--- src/hdl/swrm_pkg.sv ---
// Shared types and constants of the sliding window request rate monitor.
// No dependencies; imported by every module of the block.
package swrm_pkg;

    localparam int unsigned DEFAULT_FIFO_DEPTH = 1024;

    localparam int unsigned TS_W       = 32;
    localparam int unsigned STATUS_W   = 10;
    localparam int unsigned WINDOW_W   = 24;
    localparam int unsigned CNT_OUT_W  = 11;
    localparam int unsigned ERR_W      = 32;

    localparam int unsigned S_TDATA_W  = 48;
    localparam int unsigned M_TDATA_W  = 56;

    localparam int unsigned APB_ADDR_W = 3;
    localparam int unsigned APB_DATA_W = 32;

    // Register index of the window span register.
    localparam logic [0:0] REG_WINDOW = 1'b0;
    localparam logic [WINDOW_W-1:0] WINDOW_RESET = WINDOW_W'(60);

    // Server errors: hundreds digit of the status code is 5.
    localparam int unsigned STATUS_SCALE = 100;
    localparam int unsigned ERR_DIGIT    = 5;
    localparam logic [STATUS_W-1:0] ERR_LO = STATUS_W'(ERR_DIGIT * STATUS_SCALE);
    localparam logic [STATUS_W-1:0] ERR_HI = STATUS_W'(ERR_DIGIT * STATUS_SCALE
                                                       + STATUS_SCALE - 1);

    // Controller to datapath commands.
    typedef struct packed {
        logic accept;   // take the input transaction and push its timestamp
        logic retire;   // drop the oldest entry
        logic finish;   // update totals and load the output register
    } t_cmd;

    // Datapath to controller status.
    typedef struct packed {
        logic can_retire;  // oldest entry is outside the window
    } t_sts;

endpackage

--- src/hdl/swrm_ctrl.sv ---
// Controller of the request rate monitor: sequences accept, retire and finish.
// Depends on swrm_pkg; drives swrm_datapath through t_cmd.
module swrm_ctrl (
    input  logic            i_clk,
    input  logic            i_rst_n,
    input  logic            i_s_valid,
    output logic            o_s_ready,
    output logic            o_m_valid,
    input  logic            i_m_ready,
    input  swrm_pkg::t_sts  i_sts,
    output swrm_pkg::t_cmd  o_cmd
);
    import swrm_pkg::*;

    typedef enum logic [1:0] {
        ST_IDLE  = 2'b01,
        ST_CHECK = 2'b10
    } t_state;

    t_state r_state, n_state;
    logic   r_m_valid, n_m_valid;
    logic   out_free;

    assign out_free = !r_m_valid || i_m_ready;

    always_comb begin
        n_state = r_state;
        o_cmd   = '0;
        unique case (r_state)
            ST_IDLE: begin
                if (i_s_valid) begin
                    o_cmd.accept = 1'b1;
                    n_state      = ST_CHECK;
                end
            end
            ST_CHECK: begin
                if (i_sts.can_retire) begin
                    o_cmd.retire = 1'b1;
                end else if (out_free) begin
                    o_cmd.finish = 1'b1;
                    n_state      = ST_IDLE;
                end
            end
            default: begin
                n_state = ST_IDLE;
            end
        endcase
    end

    always_comb begin
        n_m_valid = r_m_valid;
        if (o_cmd.finish) begin
            n_m_valid = 1'b1;
        end else if (i_m_ready) begin
            n_m_valid = 1'b0;
        end
    end

    always_ff @(posedge i_clk) begin
        if (!i_rst_n) begin
            r_state   <= ST_IDLE;
            r_m_valid <= 1'b0;
        end else begin
            r_state   <= n_state;
            r_m_valid <= n_m_valid;
        end
    end

    assign o_s_ready = (r_state == ST_IDLE);
    assign o_m_valid = r_m_valid;

endmodule

--- config.mk ---
export PLATFORM = sky130hd
export DESIGN_NAME = swrm_ctrl
export DESIGN_NICKNAME = d
export VERILOG_FILES = /design/src/hdl/swrm_pkg.sv /design/src/hdl/swrm_ctrl.sv
export SDC_FILE = /design/constraint.sdc
export NUM_CORES = 1
export LEC_CHECK = 0
export ABC_AREA = 1
export BUFFER_PORTS_ARGS = -buffer_cell sky130_fd_sc_hd__buf_2
export CAP_MARGIN = 20
export CORE_AREA = 3 3 40 42
export CTS_BUF_LIST = sky130_fd_sc_hd__clkbuf_4
export CTS_CLUSTER_DIAMETER = 80
export CTS_CLUSTER_SIZE = 16
export DETAILED_ROUTE_END_ITERATION = 10
export DIE_AREA = 0 0 43 45
export GPL_TIMING_DRIVEN = 0
export SYNTH_ARGS = -nofsm -noshare
export SYNTH_HDL_FRONTEND = slang
export SYNTH_SLANG_ARGS = --single-unit
--- constraint.sdc ---
create_clock -name i_clk -period 1.2 [get_ports i_clk]
set_input_delay 0 -clock i_clk [delete_from_list [all_inputs] [get_ports i_clk]]
set_output_delay 0 -clock i_clk [all_outputs]
set_load 0.05 [all_outputs]
# After elaboration in Yosys (flattened, before gate mapping)
# Index checks and enable logic that the tools add are counted.
# classes
addsub	0
mul	0
div_mod_pow	0
n_lt_le_gt_ge	0
eq_ne	5
n_shift	0
muxes	12
n_bitwise	0
n_reduce_logical	4
# ops
cell	n
$mux W2	4
$mux W1	7
$ne A2 B2 Y1 const B	3
$pmux W2 S2	1
$reduce_and A3 Y1	1
$eq A2 B1 Y1 const B	1
$eq A2 B2 Y1 const B	1
$reduce_bool A2 Y1	1
$logic_not A1 Y1	1
$logic_or A1 B1 Y1	1
# word_totals
reg_bits	3
latchBits	0
ram_bits	0
rom_bits	0
input_bits	5
output_inout_bits	5
word_cells	23
memories	0

# Longest topological paths before layout
# logic_depth
depth_word	6
depth_mapped	6
mapped_depth_nobuf	6

# Least setup slack after synthesis
# OpenSTA, ideal clock, no wires.
# synth_path
kind	flip-flop to output port
from	register r_state[1]
to	output port o_cmd[1] (netlist name)
t_arrival_ns	1.461
setup_slack_ns	-0.261
stages_incl_launch_ff	3
n_path_buf	0
cell_sequence	dfxtp_1 inv_1 nor3_1
# synth_lines
element	line_no	rtl
start: declaration	swrm_ctrl.sv:20	t_state r_state, n_state;
start signal: assignment	swrm_ctrl.sv:64	r_state <= n_state;
end: declaration	swrm_ctrl.sv:11	output swrm_pkg::t_cmd o_cmd

==> qor.yml <==
crit_fanout: 2
dpl-instance-area_sq_um: 229
drt_wl_total_microns: 346
via_per_inst: 3.37
fin_crit_sh_pct: 91.9
syn-mean-instance-area_sq_um: 6.75
hold_violations: 0
synthCells: 23
min_period_ps: 1100
status: "completed"
grt_pass1_vias: 170
placedCellCount: 47
syn_area_sq_um: 155
setup_viol_count_final: 0
syn_nets: 28
root_buffer: "clkbuf_4"
clkSinkCount: 3
synth-seq-area-share_pct: 38.7
grt_max_degree: 4
holdWs_ps: 48.5
arrival_ps: 1100
fin_skew_ps: 0.286
drive_above_1_share_pct: 62.2
final_area_sq_um: 288
clock_latency_ps: 230
power.density_nw_per_um2: 1330
post-route-util_pct: 22.4
grt.overflow.total: 0
num_antenna_cells: 0
worstPathRequired_ps: 1200
regArea_sq_um: 61.3
slew_headroom_pct: 83.2
power.total_w: 0.000384
wl_per_cell_microns: 6.65
hold_path_class: "input pin to register"
synthTopCellsByArea: "dfxtp_1 (39%), inv_1 (15%), nand2_1 (12%), nor2_2 (8.1%), a21oi_2 (5.6%)"
antenna_found_initial: 0
via_count: 175
clk_pin_slew_ps: 30
netlist.area_leader.share_pct: 38.7
h-tree-depth: 1
yosys.area.top_type: "dfxtp_1"
dp_hpwl_microns: 291
route.detailed.drc: 0
io_pins: 10
cts_setup_buffers: 0
fillers: 143
end_kind: "output pin"
yosysWarnings: 0
peakVddDrop_uv: 409
nets: 43
cts_buffer_depth: 2
cellLeakagePower_nw: 0.160
synth_seq_cells: 3
max_cap_violations: 0
grt_usage_pct: 5.24
ys_types: 11
rows: 13
grt_pass1_wl_microns: 648
fmax_mhz: 907
r2r_cells: 5
worstSetupPathType: "register to output pin"
tightest_slew_ps: 253
fin_cells: 52
holdPathStages: 3
drv_slew: 0
cts_buffers: 3
start_util_pct: 12.1
place_congestion: 0.695
die_h_microns: 45
coreArea_sq_um: 1280
first_pass_iters: 2
cts_tree: "done"
portBuffers: 9
final_antenna_net_count: 0
die-width_microns: 43
startpoint_type: "register"
dieArea_sq_um: 1940
area_growth_pct: 85.5
multiInputGateArea_sq_um: 76.3
drt_iter0_markers: 1
## critical path, cell delays in order (launching register included)
cell	delay, ps
dfxtp_2	350
inv_2	50
nor2_2	110
nand3_2	80
inv_1	60
buf_4	100
buf_8	130
## sequential cells by signal, indices dropped and copies added, names as in the netlist
name	cells
r_state	2
o_m_valid	1
## metrics by stage
stage / setup slack, ps / TNS [ps]
2_1_floorplan: 56.1 / 0
3_3_place_gp: 179 / 0
3_5_place_dp: 166 / 0
4_1_cts: 8.86 / 0
5_1_grt: -4.72 / -4.72
6_report: 97.6 / 0
## Yosys cell counts
cell     number
nand2_2       1
nor3_1        1
a21oi_2       1
nand3_1       1
a21oi_1       1
inv_1         6
nand2_1       5
dfxtp_1       3
buf_4         1
inv_2         1
nor2_2        2
## path summary, 6_finish.rpt
path	startpoint	end	slack (ps)
worst max-delay path	r_state[1]	o_cmd[0]	100
worst min-delay path	i_s_valid	r_state[1]	50
worst max register to register	r_state[1]	r_state[0]	380
worst min register to register	o_m_valid	o_m_valid	520
## kinds of logic (layout without fill, tap and decap cells)
family          after synthesis  after routing  share of synthesized area, %
compound gates                2              2                          8.87
buf+inv                       8             22                          21.8
flops                         3              3                          38.7
simple gates                 10             10                          30.6
## layer usage
metal	vias up	global-route usage, %	part of all wire, %
met2	9	7.19	43
met1	73	3.85	42
met4	0	7.23	0
li1	93	-	-
met3	0	4.38	15
met5	-	0	0
## final cells by class
| cell class | count | area share (%) |
|---|---|---|
| tap | 15 | 6.52 |
| multi-input combinational | 12 | 26.5 |
| inverter | 7 | 9.13 |
| timing repair buffer | 10 | 23.5 |
| sequential | 3 | 21.3 |
| buffer | 1 | 2.61 |
| clock buffer | 4 | 10.4 |
## repair_timing
action | in CTS | in global routing
hold buffers | 1 | 0
resized for setup | 2 | 6
endpoints found under the setup margin | 1 | 2
endpoints found under the hold margin | 1 | 0
## layout by cell type, fill, tap and decap left out, drive strengths merged
cell         count
nor3             1
clkbuf           4
a21oi            2
dfxtp            3
buf             10
nor2             2
nand3            1
nand2            6
inv              7
dlygate4sd3      1
## power by group
part | switching (W) | leakage, nW | internal, W | total, W
sequential | 0.00000547 | 0.0250 | 0.000106 | 0.000111
combinational | 0.0000504 | 0.117 | 0.0000253 | 0.0000757
clock | 0.0000497 | 0.0184 | 0.000147 | 0.000197
Power figures use the tool's default switching activity.
