===== src/hdl/swrm_pkg.sv =====
// Shared types and constants of the sliding window request rate monitor.
// No dependencies; imported by every module of the block.
package swrm_pkg;

    localparam int unsigned DEFAULT_FIFO_DEPTH = 1024;

    localparam int unsigned TS_W       = 32;
    localparam int unsigned STATUS_W   = 10;
    localparam int unsigned WINDOW_W   = 24;
    localparam int unsigned CNT_OUT_W  = 11;
    localparam int unsigned ERR_W      = 32;

    localparam int unsigned S_TDATA_W  = 48;
    localparam int unsigned M_TDATA_W  = 56;

    localparam int unsigned APB_ADDR_W = 3;
    localparam int unsigned APB_DATA_W = 32;

    // Register index of the window span register.
    localparam logic [0:0] REG_WINDOW = 1'b0;
    localparam logic [WINDOW_W-1:0] WINDOW_RESET = WINDOW_W'(60);

    // Server errors: hundreds digit of the status code is 5.
    localparam int unsigned STATUS_SCALE = 100;
    localparam int unsigned ERR_DIGIT    = 5;
    localparam logic [STATUS_W-1:0] ERR_LO = STATUS_W'(ERR_DIGIT * STATUS_SCALE);
    localparam logic [STATUS_W-1:0] ERR_HI = STATUS_W'(ERR_DIGIT * STATUS_SCALE
                                                       + STATUS_SCALE - 1);

    // Controller to datapath commands.
    typedef struct packed {
        logic accept;   // take the input transaction and push its timestamp
        logic retire;   // drop the oldest entry
        logic finish;   // update totals and load the output register
    } t_cmd;

    // Datapath to controller status.
    typedef struct packed {
        logic can_retire;  // oldest entry is outside the window
    } t_sts;

endpackage


===== src/hdl/swrm_cfg.sv =====
// APB register file of the request rate monitor: holds the window span.
// Depends on swrm_pkg.
module swrm_cfg (
    input  logic                              i_clk,
    input  logic                              i_rst_n,
    input  logic                              psel,
    input  logic                              penable,
    input  logic                              pwrite,
    input  logic [swrm_pkg::APB_ADDR_W-1:0]   paddr,
    input  logic [swrm_pkg::APB_DATA_W-1:0]   pwdata,
    output logic [swrm_pkg::APB_DATA_W-1:0]   prdata,
    output logic                              pready,
    output logic [swrm_pkg::WINDOW_W-1:0]     o_window
);
    import swrm_pkg::*;

    logic [WINDOW_W-1:0] r_window;
    logic                wr_en;
    logic                sel_window;

    assign pready     = 1'b1;
    assign sel_window = (paddr[2] == REG_WINDOW);
    assign wr_en      = psel && penable && pwrite && pready && sel_window;

    always_ff @(posedge i_clk) begin
        if (!i_rst_n) begin
            r_window <= WINDOW_RESET;
        end else if (wr_en) begin
            r_window <= pwdata[WINDOW_W-1:0];
        end
    end

    always_comb begin
        prdata = '0;
        if (sel_window) begin
            prdata = APB_DATA_W'(r_window);
        end
    end

    assign o_window = r_window;

endmodule


===== config.mk =====
export PLATFORM = sky130hd
export DESIGN_NAME = swrm_cfg
export DESIGN_NICKNAME = d
export VERILOG_FILES = /design/src/hdl/swrm_pkg.sv /design/src/hdl/swrm_cfg.sv
export SDC_FILE = /design/constraint.sdc
export NUM_CORES = 1
export LEC_CHECK = 0
export BUFFER_PORTS_ARGS = -buffer_cell sky130_fd_sc_hd__buf_2
export CAP_MARGIN = 20
export CORE_AREA = 5 5 62 64
export CTS_CLUSTER_DIAMETER = 120
export DETAILED_ROUTE_END_ITERATION = 12
export DIE_AREA = 0 0 67 69
export MAX_ROUTING_LAYER = met4
export PLACE_DENSITY = 0.79
export RECOVER_POWER = 100
export SYNTH_ARGS = -nofsm -noshare
export SYNTH_HDL_FRONTEND = slang
export SYNTH_SLANG_ARGS = --single-unit

===== constraint.sdc =====
create_clock -name i_clk -period 1.75 [get_ports i_clk]
set_input_delay 0.35 -clock i_clk [delete_from_list [all_inputs] [get_ports i_clk]]
set_output_delay 0.35 -clock i_clk [all_outputs]
set_load 0.005 [all_outputs]

* Yosys cells after proc, flatten, opt, wreduce, memory -nomap -nowiden
Index checks and enable logic that the tools add are counted.
** Storage, ports and cells
- Latch bits :: 0
- Memories :: 0
- Input port bits :: 40
- Register bits after elaboration :: 24
- Memory bits (read-only) :: 0
- Word-level logic and storage cells :: 6
- Output and inout port bits :: 57
- Memory bits (writable) :: 0
** Operators by class
- Reductions and logical operators :: 3
- Bitwise logic cells :: 1
- Divide/modulo/power cells :: 0
- $mul :: 0
- Order comparisons :: 0
- Equal/unequal tests :: 0
- Add/subtract/negate cells :: 0
- Multiplexer cells :: 1
- Shifts and indexed selects :: 0
** Operators with widths (number)
- 24-bit two-way mux :: 1
- 1-bit logical AND :: 3
- 1-bit NOT :: 1

* Depth between registers and ports, before layout
Gate-level depths: netlist of the first run.
- Depth in word-level cells :: 3
- Gate-level depth with buffers :: 4
- Mapped depth without buffers :: 2

* Worst setup path before layout of the first run
No wires, ideal clock.
- Kind :: input port to flip-flop
- Start point :: input paddr[2] (netlist name)
- End point :: register r_window[0], in the netlist o_window[0]
- Data arrival time :: 1.019 ns
- Required time :: 1.678 ns
- Path buffers :: 2
- Slack :: 0.660 ns
- Stages on the path :: 4
- Setup time :: 0.072 ns
- Path through :: and4b_1 > buf_6 > buf_12 > mux2i_1
** Between the ends
- Word-level cells in the longest chain between the ends :: 2
** Ends and longest elaborated chain
- start: declaration :: RTL line swrm_cfg.sv:9 : input logic [swrm_pkg::APB_ADDR_W-1:0] paddr,
- 1-bit NOT :: RTL line swrm_cfg.sv:22 : assign sel_window = (paddr[2] == REG_WINDOW);
- 1-bit logical AND :: RTL line swrm_cfg.sv:23 : assign wr_en = psel && penable && pwrite && pready && sel_window;
- end signal: assignment :: RTL line swrm_cfg.sv:29 : r_window <= pwdata[WINDOW_W-1:0];
- end: declaration :: RTL line swrm_cfg.sv:17 : logic [WINDOW_W-1:0] r_window;
Every way passes these cells.
A chain may end at the register's enable or synchronous reset.

* Worst setup path after layout of the first run
- Start point :: input paddr[2] (netlist name)
- End point :: output prdata[22] (netlist name)
** Between the ends
- Word-level cells in the longest chain between the ends :: 1
** Ends and longest elaborated chain
- 24-bit two-way mux :: RTL line swrm_cfg.sv:35 : if (sel_window) begin
- end: declaration :: RTL line swrm_cfg.sv:11 : output logic [swrm_pkg::APB_DATA_W-1:0] prdata,
Every way passes these cells.

==> results of run 1 <==
-- synthesized netlist by cell type --
cell type  instances  area share (%)
dfxtp_1           24              39
and2b_2            4             2.8
buf_12             2             3.2
buf_6              1            0.90
mux2i_1           24              19
nor2b_1           28              14
nand2_1           40              12
conb_1             2            0.60
clkbuf_1           6             1.8
buf_4              9             5.4
and4b_1            1            0.80
buf_2              1            0.40
-- report_power, final --
part	switching, mW	internal (mW)
Sequential	0.00754	0.559
Combinational	0.0674	0.0659
Clock	0.163	0.127
-- cells by family after synthesis --
kind of cell	synth area share (%)
muxes	19.3
buffers and inverters	11.8
DFF	38.6
other	0.603
and+or+nand+nor	29.7
-- layer usage --
layer / up-vias / share of wire, % / GRT usage, %
li1: 568 / - / -
met4: 0 / 0.35 / 2.70
met1: 510 / 43 / 14.2
met3: 2 / 9.6 / 2.60
met2: 52 / 47 / 21.1
met5: - / 0 / -
-- cell type report --
type                    instances  area (sq um)
multi-input cells             106           644
well taps                      46          57.6
flip-flops and latches         24           480
clock buffers                   4          36.3
repair buffers                 80           382
fillers                       350          1630
-- worst max path at each step --
stage,depth (start not counted),slack (ns),startpoint,endpoint
global route,4,0.16,paddr[2],prdata[22]
global placement,4,0.40,paddr[2],prdata[22]
finish,4,0.27,paddr[2],prdata[22]
detailed placement,4,0.37,paddr[2],prdata[22]
floorplan,4,0.66,paddr[2],o_window[0]$_SDFFE_PN0P_
CTS,4,0.37,paddr[2],prdata[9]
-- placed cells by master, fill, tap and decap left out, drive strengths merged --
cell and instances:
dfxtp 24, and4b 1, conb 9, nand2 40, buf 47, clkbuf 37
nor2b 28, and2b 4, mux2i 24
-- critical path, delay by kind of cell --
kind	cells	cell delay, ns
buffers and inverters	3	0.69
and+or+nand+nor	1	0.08
==> impl_metrics.json, run 1 <==
{
  "status": "completed",
  "vias": 1132,
  "portBuffers": 77,
  "viasPerCell": 4.35,
  "layout_setup_ws_ns": 0.274,
  "cp-start-kind": "input pin",
  "worstSetupEndpointType": "output pin",
  "crit_path_cell_trace": "clkbuf_2 -> clkbuf_2 -> nor2b_1 -> buf_2",
  "reg2regPathDepth": 2,
  "cts_buffers": 3,
  "fmax_mhz": 677,
  "antenna_cells": 0,
  "utilization_pct": 49.5,
  "die_width_microns": 67,
  "drive_gt1_share_pct": 28.5,
  "dpl.hpwl_mm": 2.18,
  "drtIter0Drc": 15,
  "start_util_pct": 38.5,
  "arrival_ns": 1.13,
  "place_inst": 256,
  "crit_type": "input pin to output pin",
  "holdPathEnd": "o_window[22]$_SDFFE_PN0P_",
  "routabilityCongestion": 0.680,
  "fin_crit_ns": 1.48,
  "design.die.area_sq_mm": 0.00462,
  "hold_slack_ns": 0.268,
  "tightest_slew_ns": 0.764,
  "cts_setup_buffers": 0,
  "ys_seq_elements": 24,
  "max_stage_delay_ns": 0.33,
  "cts_hold_buf": 0,
  "finalCritPeriodShare_pct": 84.4,
  "power.density_mw_per_mm2": 618,
  "synth_cell_type_count": 12,
  "grt_pass1_wl_mm": 4.53,
  "final.setup.tns_ns": 0,
  "hold_path_class": "input pin to flop",
  "setup_viol": 0,
  "area.growth.synth_to_final_pct": 28.5,
  "p_leak_nw": 0.715,
  "hp-start": "pwdata[22]",
  "cts_buffer_depth": 2,
  "die_y_microns": 69,
  "antenna_found_initial": 0,
  "h-tree-depth": 1,
  "io_pins": 97,
  "clk_latency_ns": 0.30,
  "layout.cells.non_filler": 260,
  "grt_max_degree": 28,
  "crit_fanout": 13,
  "dp_slack_ns": 0.373,
  "ant_nets": 0,
  "cap_violations": 0,
  "track_usage_pct": 12.2,
  "place_area_sq_mm": 0.00162,
  "first_global_vias": 1066,
  "cts.sinks": 24,
  "maxSlewViolCount": 0,
  "finalHoldViolCount": 0,
  "cts_resized": 0,
  "netlist_instances": 142,
  "wirelength_mm": 2.86,
  "hold_path_depth": 3,
  "final_nets": 255,
  "cts_root_buf": "clkbuf_4",
  "cp_data_required_time_ns": 1.40,
  "drc": 0,
  "ir_drop_mv": 0.214,
  "rows": 21,
  "syn_avg_cell_area_sq_um": 8.77,
  "wl_per_cell_microns": 11.0,
  "r2r-start": "o_window[2]$_SDFFE_PN1P_",
  "cts_tree": "built",
  "mappedNetlistArea_sq_mm": 0.00124,
  "clkTransAtPathRegs_ns": 0.13,
  "r2r_slack_ns": 1.11,
  "finalClockSkew_ns": 0,
  "synth_warnings": 0,
  "rsz0062_at_grt": "no",
  "overflow": 0,
  "finalPower_mw": 0.990,
  "path_common_cell": "clkbuf_2",
  "crit_slowest_cell": "clkbuf_2",
  "largest_register_ffs": 24,
  "worstReg2RegEnd": "o_window[2]$_SDFFE_PN1P_",
  "core_sq_mm": 0.00323,
  "dr.pass1.iters": 4,
  "ys_seq_area_share_pct": 38.6,
  "relSlewSlack_pct": 49.1,
  "final_cell_area_sq_mm": 0.00160
}
No activity file was read; power rests on OpenSTA's default activity.
==> run 2: changes to the inputs <==
--- a/config.mk
+++ b/config.mk
@@ -7,12 +7,12 @@
 export LEC_CHECK = 0
 export BUFFER_PORTS_ARGS = -buffer_cell sky130_fd_sc_hd__buf_2
 export CAP_MARGIN = 20
-export CORE_AREA = 5 5 62 64
+export CORE_AREA = 5 5 63 65
 export CTS_CLUSTER_DIAMETER = 120
 export DETAILED_ROUTE_END_ITERATION = 12
-export DIE_AREA = 0 0 67 69
+export DIE_AREA = 0 0 68 70
 export MAX_ROUTING_LAYER = met4
-export PLACE_DENSITY = 0.79
+export PLACE_DENSITY = 0.77
 export RECOVER_POWER = 100
 export SYNTH_ARGS = -nofsm -noshare
 export SYNTH_HDL_FRONTEND = slang
==> constraint.sdc (replaced) <==
create_clock -name i_clk -period 1.55 [get_ports i_clk]
set_input_delay 0.31 -clock i_clk [delete_from_list [all_inputs] [get_ports i_clk]]
set_output_delay 0.31 -clock i_clk [all_outputs]
set_load 0.005 [all_outputs]
==> run 2 against run 1 <==
Net effect: sequential share of layout area fell by 0.070 points; final area rose by 0.23%; total power rose by 12%; utilization fell by 0.68 points; clock power rose by 11%; clock skew did not move.
==> impl_metrics.json, run 2 (synthesis gave the netlist of run 1 again) <==
{
  "status": "completed",
  "rows": 21,
  "finalCritPeriodShare_pct": 87.2,
  "track_usage_pct": 11.7,
  "area.growth.synth_to_final_pct": 28.8,
  "max_stage_delay_ns": 0.57,
  "cts_setup_buffers": 0,
  "die_width_microns": 68,
  "wirelength_mm": 2.83,
  "tightest_slew_ns": 0.696,
  "use_met3_pct": 2.56,
  "final_nets": 255,
  "grtUsageMet1_pct": 13.7,
  "maxSlewViolCount": 0,
  "cts_buffer_depth": 2,
  "vias": 1111,
  "hold_slack_ns": 0.229,
  "largest_register_ffs": 24,
  "grt_max_degree": 26,
  "cp_data_required_time_ns": 1.79,
  "r2r-start": "o_window[2]$_SDFFE_PN1P_",
  "routabilityCongestion": 0.676,
  "clk_latency_ns": 0.30,
  "crit_fanout": 24,
  "path_common_cell": "buf_2",
  "hp-start": "pwdata[15]",
  "wl_per_cell_microns": 10.9,
  "io_pins": 97,
  "finalPower_mw": 1.11,
  "fin_crit_ns": 1.35,
  "fmax_mhz": 740,
  "cap_violations": 0,
  "ant_nets": 0,
  "arrival_ns": 1.59,
  "cts_root_buf": "clkbuf_4",
  "finalClockSkew_ns": 0,
  "design.die.area_sq_mm": 0.00476,
  "core_sq_mm": 0.00328,
  "fillers": 339,
  "crit_slowest_cell": "buf_2",
  "cts_hold_buf": 0,
  "relSlewSlack_pct": 53.6,
  "multi_input_area_sq_um": 644,
  "cts_buffers": 3,
  "cts_resized": 0,
  "cp-start-kind": "input pin",
  "p_leak_nw": 0.723,
  "drc": 0,
  "crit_type": "input pin to flop",
  "regArea_sq_um": 480,
  "antenna_cells": 0,
  "met2_usage_pct": 19.8,
  "path_delay_family": "buffers and inverters",
  "busiest_layer": "met2",
  "viasPerCell": 4.27,
  "worstSetupEndpointType": "flop",
  "power.density_mw_per_mm2": 693,
  "ir_drop_mv": 0.262,
  "hold_path_class": "input pin to flop",
  "dpl.hpwl_mm": 2.20,
  "start_util_pct": 37.9,
  "drtIter0Drc": 32,
  "cts.sinks": 24,
  "clkTransAtPathRegs_ns": 0.13,
  "path_buf_inv": 2,
  "die_y_microns": 70,
  "crit_path_cell_trace": "buf_2 -> and4b_1 -> buf_2 -> mux2i_1",
  "layout_commonest_cell": "buf_2",
  "final.setup.tns_ns": 0,
  "h-tree-depth": 1,
  "cts_tree": "built",
  "drive_gt1_share_pct": 29.0,
  "antenna_found_initial": 0,
  "first_global_vias": 998,
  "crit_path_start": "paddr[2]",
  "overflow": 0,
  "layout_common_cells": "49 x buf_2, 40 x nand2_1, 28 x nor2b_1, 26 x clkbuf_1",
  "setup_viol": 0,
  "portBuffers": 77,
  "dr.pass1.iters": 2,
  "finalHoldViolCount": 0,
  "grt_pass1_wl_mm": 4.35,
  "rsz0062_at_grt": "no"
}
## run 2: metrics by stage
stage	util, %	setup WS (ns)	std cells	instance area [sq um]
6_report	48.8	0.198	260	1600
5_1_grt	48.8	0.104	260	1600
4_1_cts	50.3	0.267	260	1650
3_5_place_dp	49.2	0.213	256	1620
3_3_place_gp	49.2	0.237	256	1620
2_1_floorplan	-	0.500	149	1270
## run 2: final timing paths
path / slack, ns / end / cells after the start
min reg2reg: 0.47 / o_window[15]$_SDFFE_PN0P_ / 2
max reg2reg: 0.90 / o_window[2]$_SDFFE_PN1P_ / 2
min: 0.23 / o_window[15]$_SDFFE_PN0P_ / 3
max: 0.20 / o_window[7]$_SDFFE_PN0P_ / 4
## run 2: layer usage
layer  vias up  share of wire (%)
li1        570                  -
met1       487                 41
met2        52                 48
met3         2                 10
met4         0               0.32
met5         -                  0
## run 2: area by class of cell
cell class / count / share of cell area [%]
repair buffers: 80 / 24.0
multi-input cells: 106 / 40.2
flip-flops and latches: 24 / 30.0
well taps: 46 / 3.59
clock buffers: 4 / 2.26
## run 2: report_power, final
group / internal, mW / switching [mW]
sequential: 0.631 / 0.00855
combinational: 0.0748 / 0.0756
clock: 0.143 / 0.179
total: 0.849 / 0.263
## run 2: tightest hold or removal path: stages
cell and delay (ns):
buf_2 0.09, nand2_1 0.04, mux2i_1 0.05
==> run 3: changes to the inputs <==
==> constraint.sdc (replaced) <==
create_clock -name i_clk -period 1.5 [get_ports i_clk]
set_input_delay 0.3 -clock i_clk [delete_from_list [all_inputs] [get_ports i_clk]]
set_output_delay 0.3 -clock i_clk [all_outputs]
set_load 0.005 [all_outputs]
==> run 3 against run 2 <==
Net effect: non-clock buffer count up 1; via count down 0.27%; total power up 4.2%; first-iteration DRC count down 25%; final area up 0.31%; sequential share of layout area down 0.093 points; combinational power up 5%; utilization up 0.15 points; critical path depth unchanged; routed wire length down 0.53%; die area unchanged; largest cell class unchanged.
==> impl_metrics.json, run 3 (synthesis gave the netlist of run 1 again) <==
{
  "clk_latency_ns": 0.31,
  "cp-start-kind": "input pin",
  "crit_fanout": 24,
  "area.growth.synth_to_final_pct": 29.2,
  "crit_type": "input pin to flop",
  "dr.pass1.iters": 4,
  "hold_path_class": "input pin to flop",
  "cts_resized": 0,
  "overflow": 0,
  "ant_nets": 0,
  "cp_data_required_time_ns": 1.74,
  "fmax_mhz": 781,
  "portBuffers": 77,
  "r2r-start": "o_window[1]$_SDFFE_PN0P_",
  "final_nets": 256,
  "finalHoldViolCount": 0,
  "viasPerCell": 4.25,
  "maxSlewViolCount": 0,
  "final.setup.tns_ns": 0,
  "rsz0062_at_grt": "no",
  "cts.sinks": 24,
  "crit_path_cell_trace": "clkbuf_1 -> and4b_1 -> clkbuf_2 -> mux2i_1",
  "finalCritPeriodShare_pct": 85.3,
  "vias": 1108,
  "dpl.hpwl_mm": 2.26,
  "relSlewSlack_pct": 49.2,
  "ir_drop_mv": 0.256,
  "antenna_found_initial": 0,
  "status": "completed",
  "r2r_slack_ns": 0.86,
  "io_pins": 97,
  "grt_max_degree": 26,
  "layout_commonest_cell": "buf_2",
  "max_stage_delay_ns": 0.60,
  "design.die.area_sq_mm": 0.00476,
  "cap_violations": 0,
  "setup_viol": 0,
  "grt_pass1_wl_mm": 4.45,
  "clkTransAtPathRegs_ns": 0.14,
  "drtIter0Drc": 24,
  "routabilityCongestion": 0.675,
  "wl_per_cell_microns": 10.8,
  "power.density_mw_per_mm2": 720,
  "antenna_cells": 0,
  "cts_hold_buf": 0,
  "worstSetupEndpointType": "flop",
  "wirelength_mm": 2.82,
  "drc": 0,
  "hp-start": "pwdata[15]",
  "finalClockSkew_ns": 0,
  "crit_path_start": "paddr[2]",
  "start_util_pct": 37.9,
  "cts_tree": "built",
  "cts_setup_buffers": 0,
  "core_sq_mm": 0.00328,
  "fin_crit_ns": 1.28,
  "track_usage_pct": 11.8,
  "p_leak_nw": 0.719,
  "cts_root_buf": "clkbuf_4",
  "largest_register_ffs": 24,
  "cts_buffers": 3,
  "die_y_microns": 70,
  "crit_slowest_cell": "clkbuf_2",
  "h-tree-depth": 1,
  "rows": 21,
  "cts_buffer_depth": 2,
  "utilization_pct": 49.0,
  "drive_gt1_share_pct": 28.4,
  "tightest_slew_ns": 0.762,
  "layout_common_cells": "45 x buf_2, 40 x nand2_1, 28 x nor2b_1, 27 x clkbuf_1",
  "arrival_ns": 1.52,
  "first_global_vias": 1032,
  "die_width_microns": 68
}
[run 3: critical path: cells and delay by family]
kind	cells	cell delay [ns]
buf+inv	2	0.69
mux	1	0.27
simple gates	1	0.25
[run 3: layout make-up]
type / instances / area [sq um]
timing repair buffer: 81 / 390
sequential: 24 / 480
tap: 46 / 57.6
fill: 353 / 1680
multi-input combinational: 106 / 644
clock buffer: 4 / 36.3
[run 3: path summary, 6_finish.rpt]
path         depth (start not counted)                   endpoint
min                                  3  o_window[15]$_SDFFE_PN0P_
min reg2reg                          2  o_window[18]$_SDFFE_PN0P_
max reg2reg                          2   o_window[1]$_SDFFE_PN0P_
max                                  4   o_window[1]$_SDFFE_PN0P_
[run 3: per-layer routing]
layer	wire length, microns	global-route usage (%)	share of wire (%)	vias to the layer above
li1	-	-	-	571
met1	1190	13.6	42	483
met2	1360	20.6	48	52
met3	262	2.08	9.3	2
met4	9	3.31	0.32	0
met5	0	-	0	-
[run 3: power by group]
group	total, mW	switching, mW	internal (mW)
clock	0.341	0.193	0.148
sequential	0.661	0.00889	0.652
combinational	0.157	0.0781	0.0788
[run 3: through the flow]
step	power (mW)	area, sq um	cells	hold WS [ns]	setup WS (ns)
CTS	1.19	1660	261	0.197	0.216
floorplan	0.779	1270	149	0.442	0.460
finish	1.16	1610	261	0.213	0.220
global route	1.22	1610	261	0.202	0.111
detailed placement	0.841	1620	257	0.458	0.265
global placement	0.837	1620	257	0.451	0.296
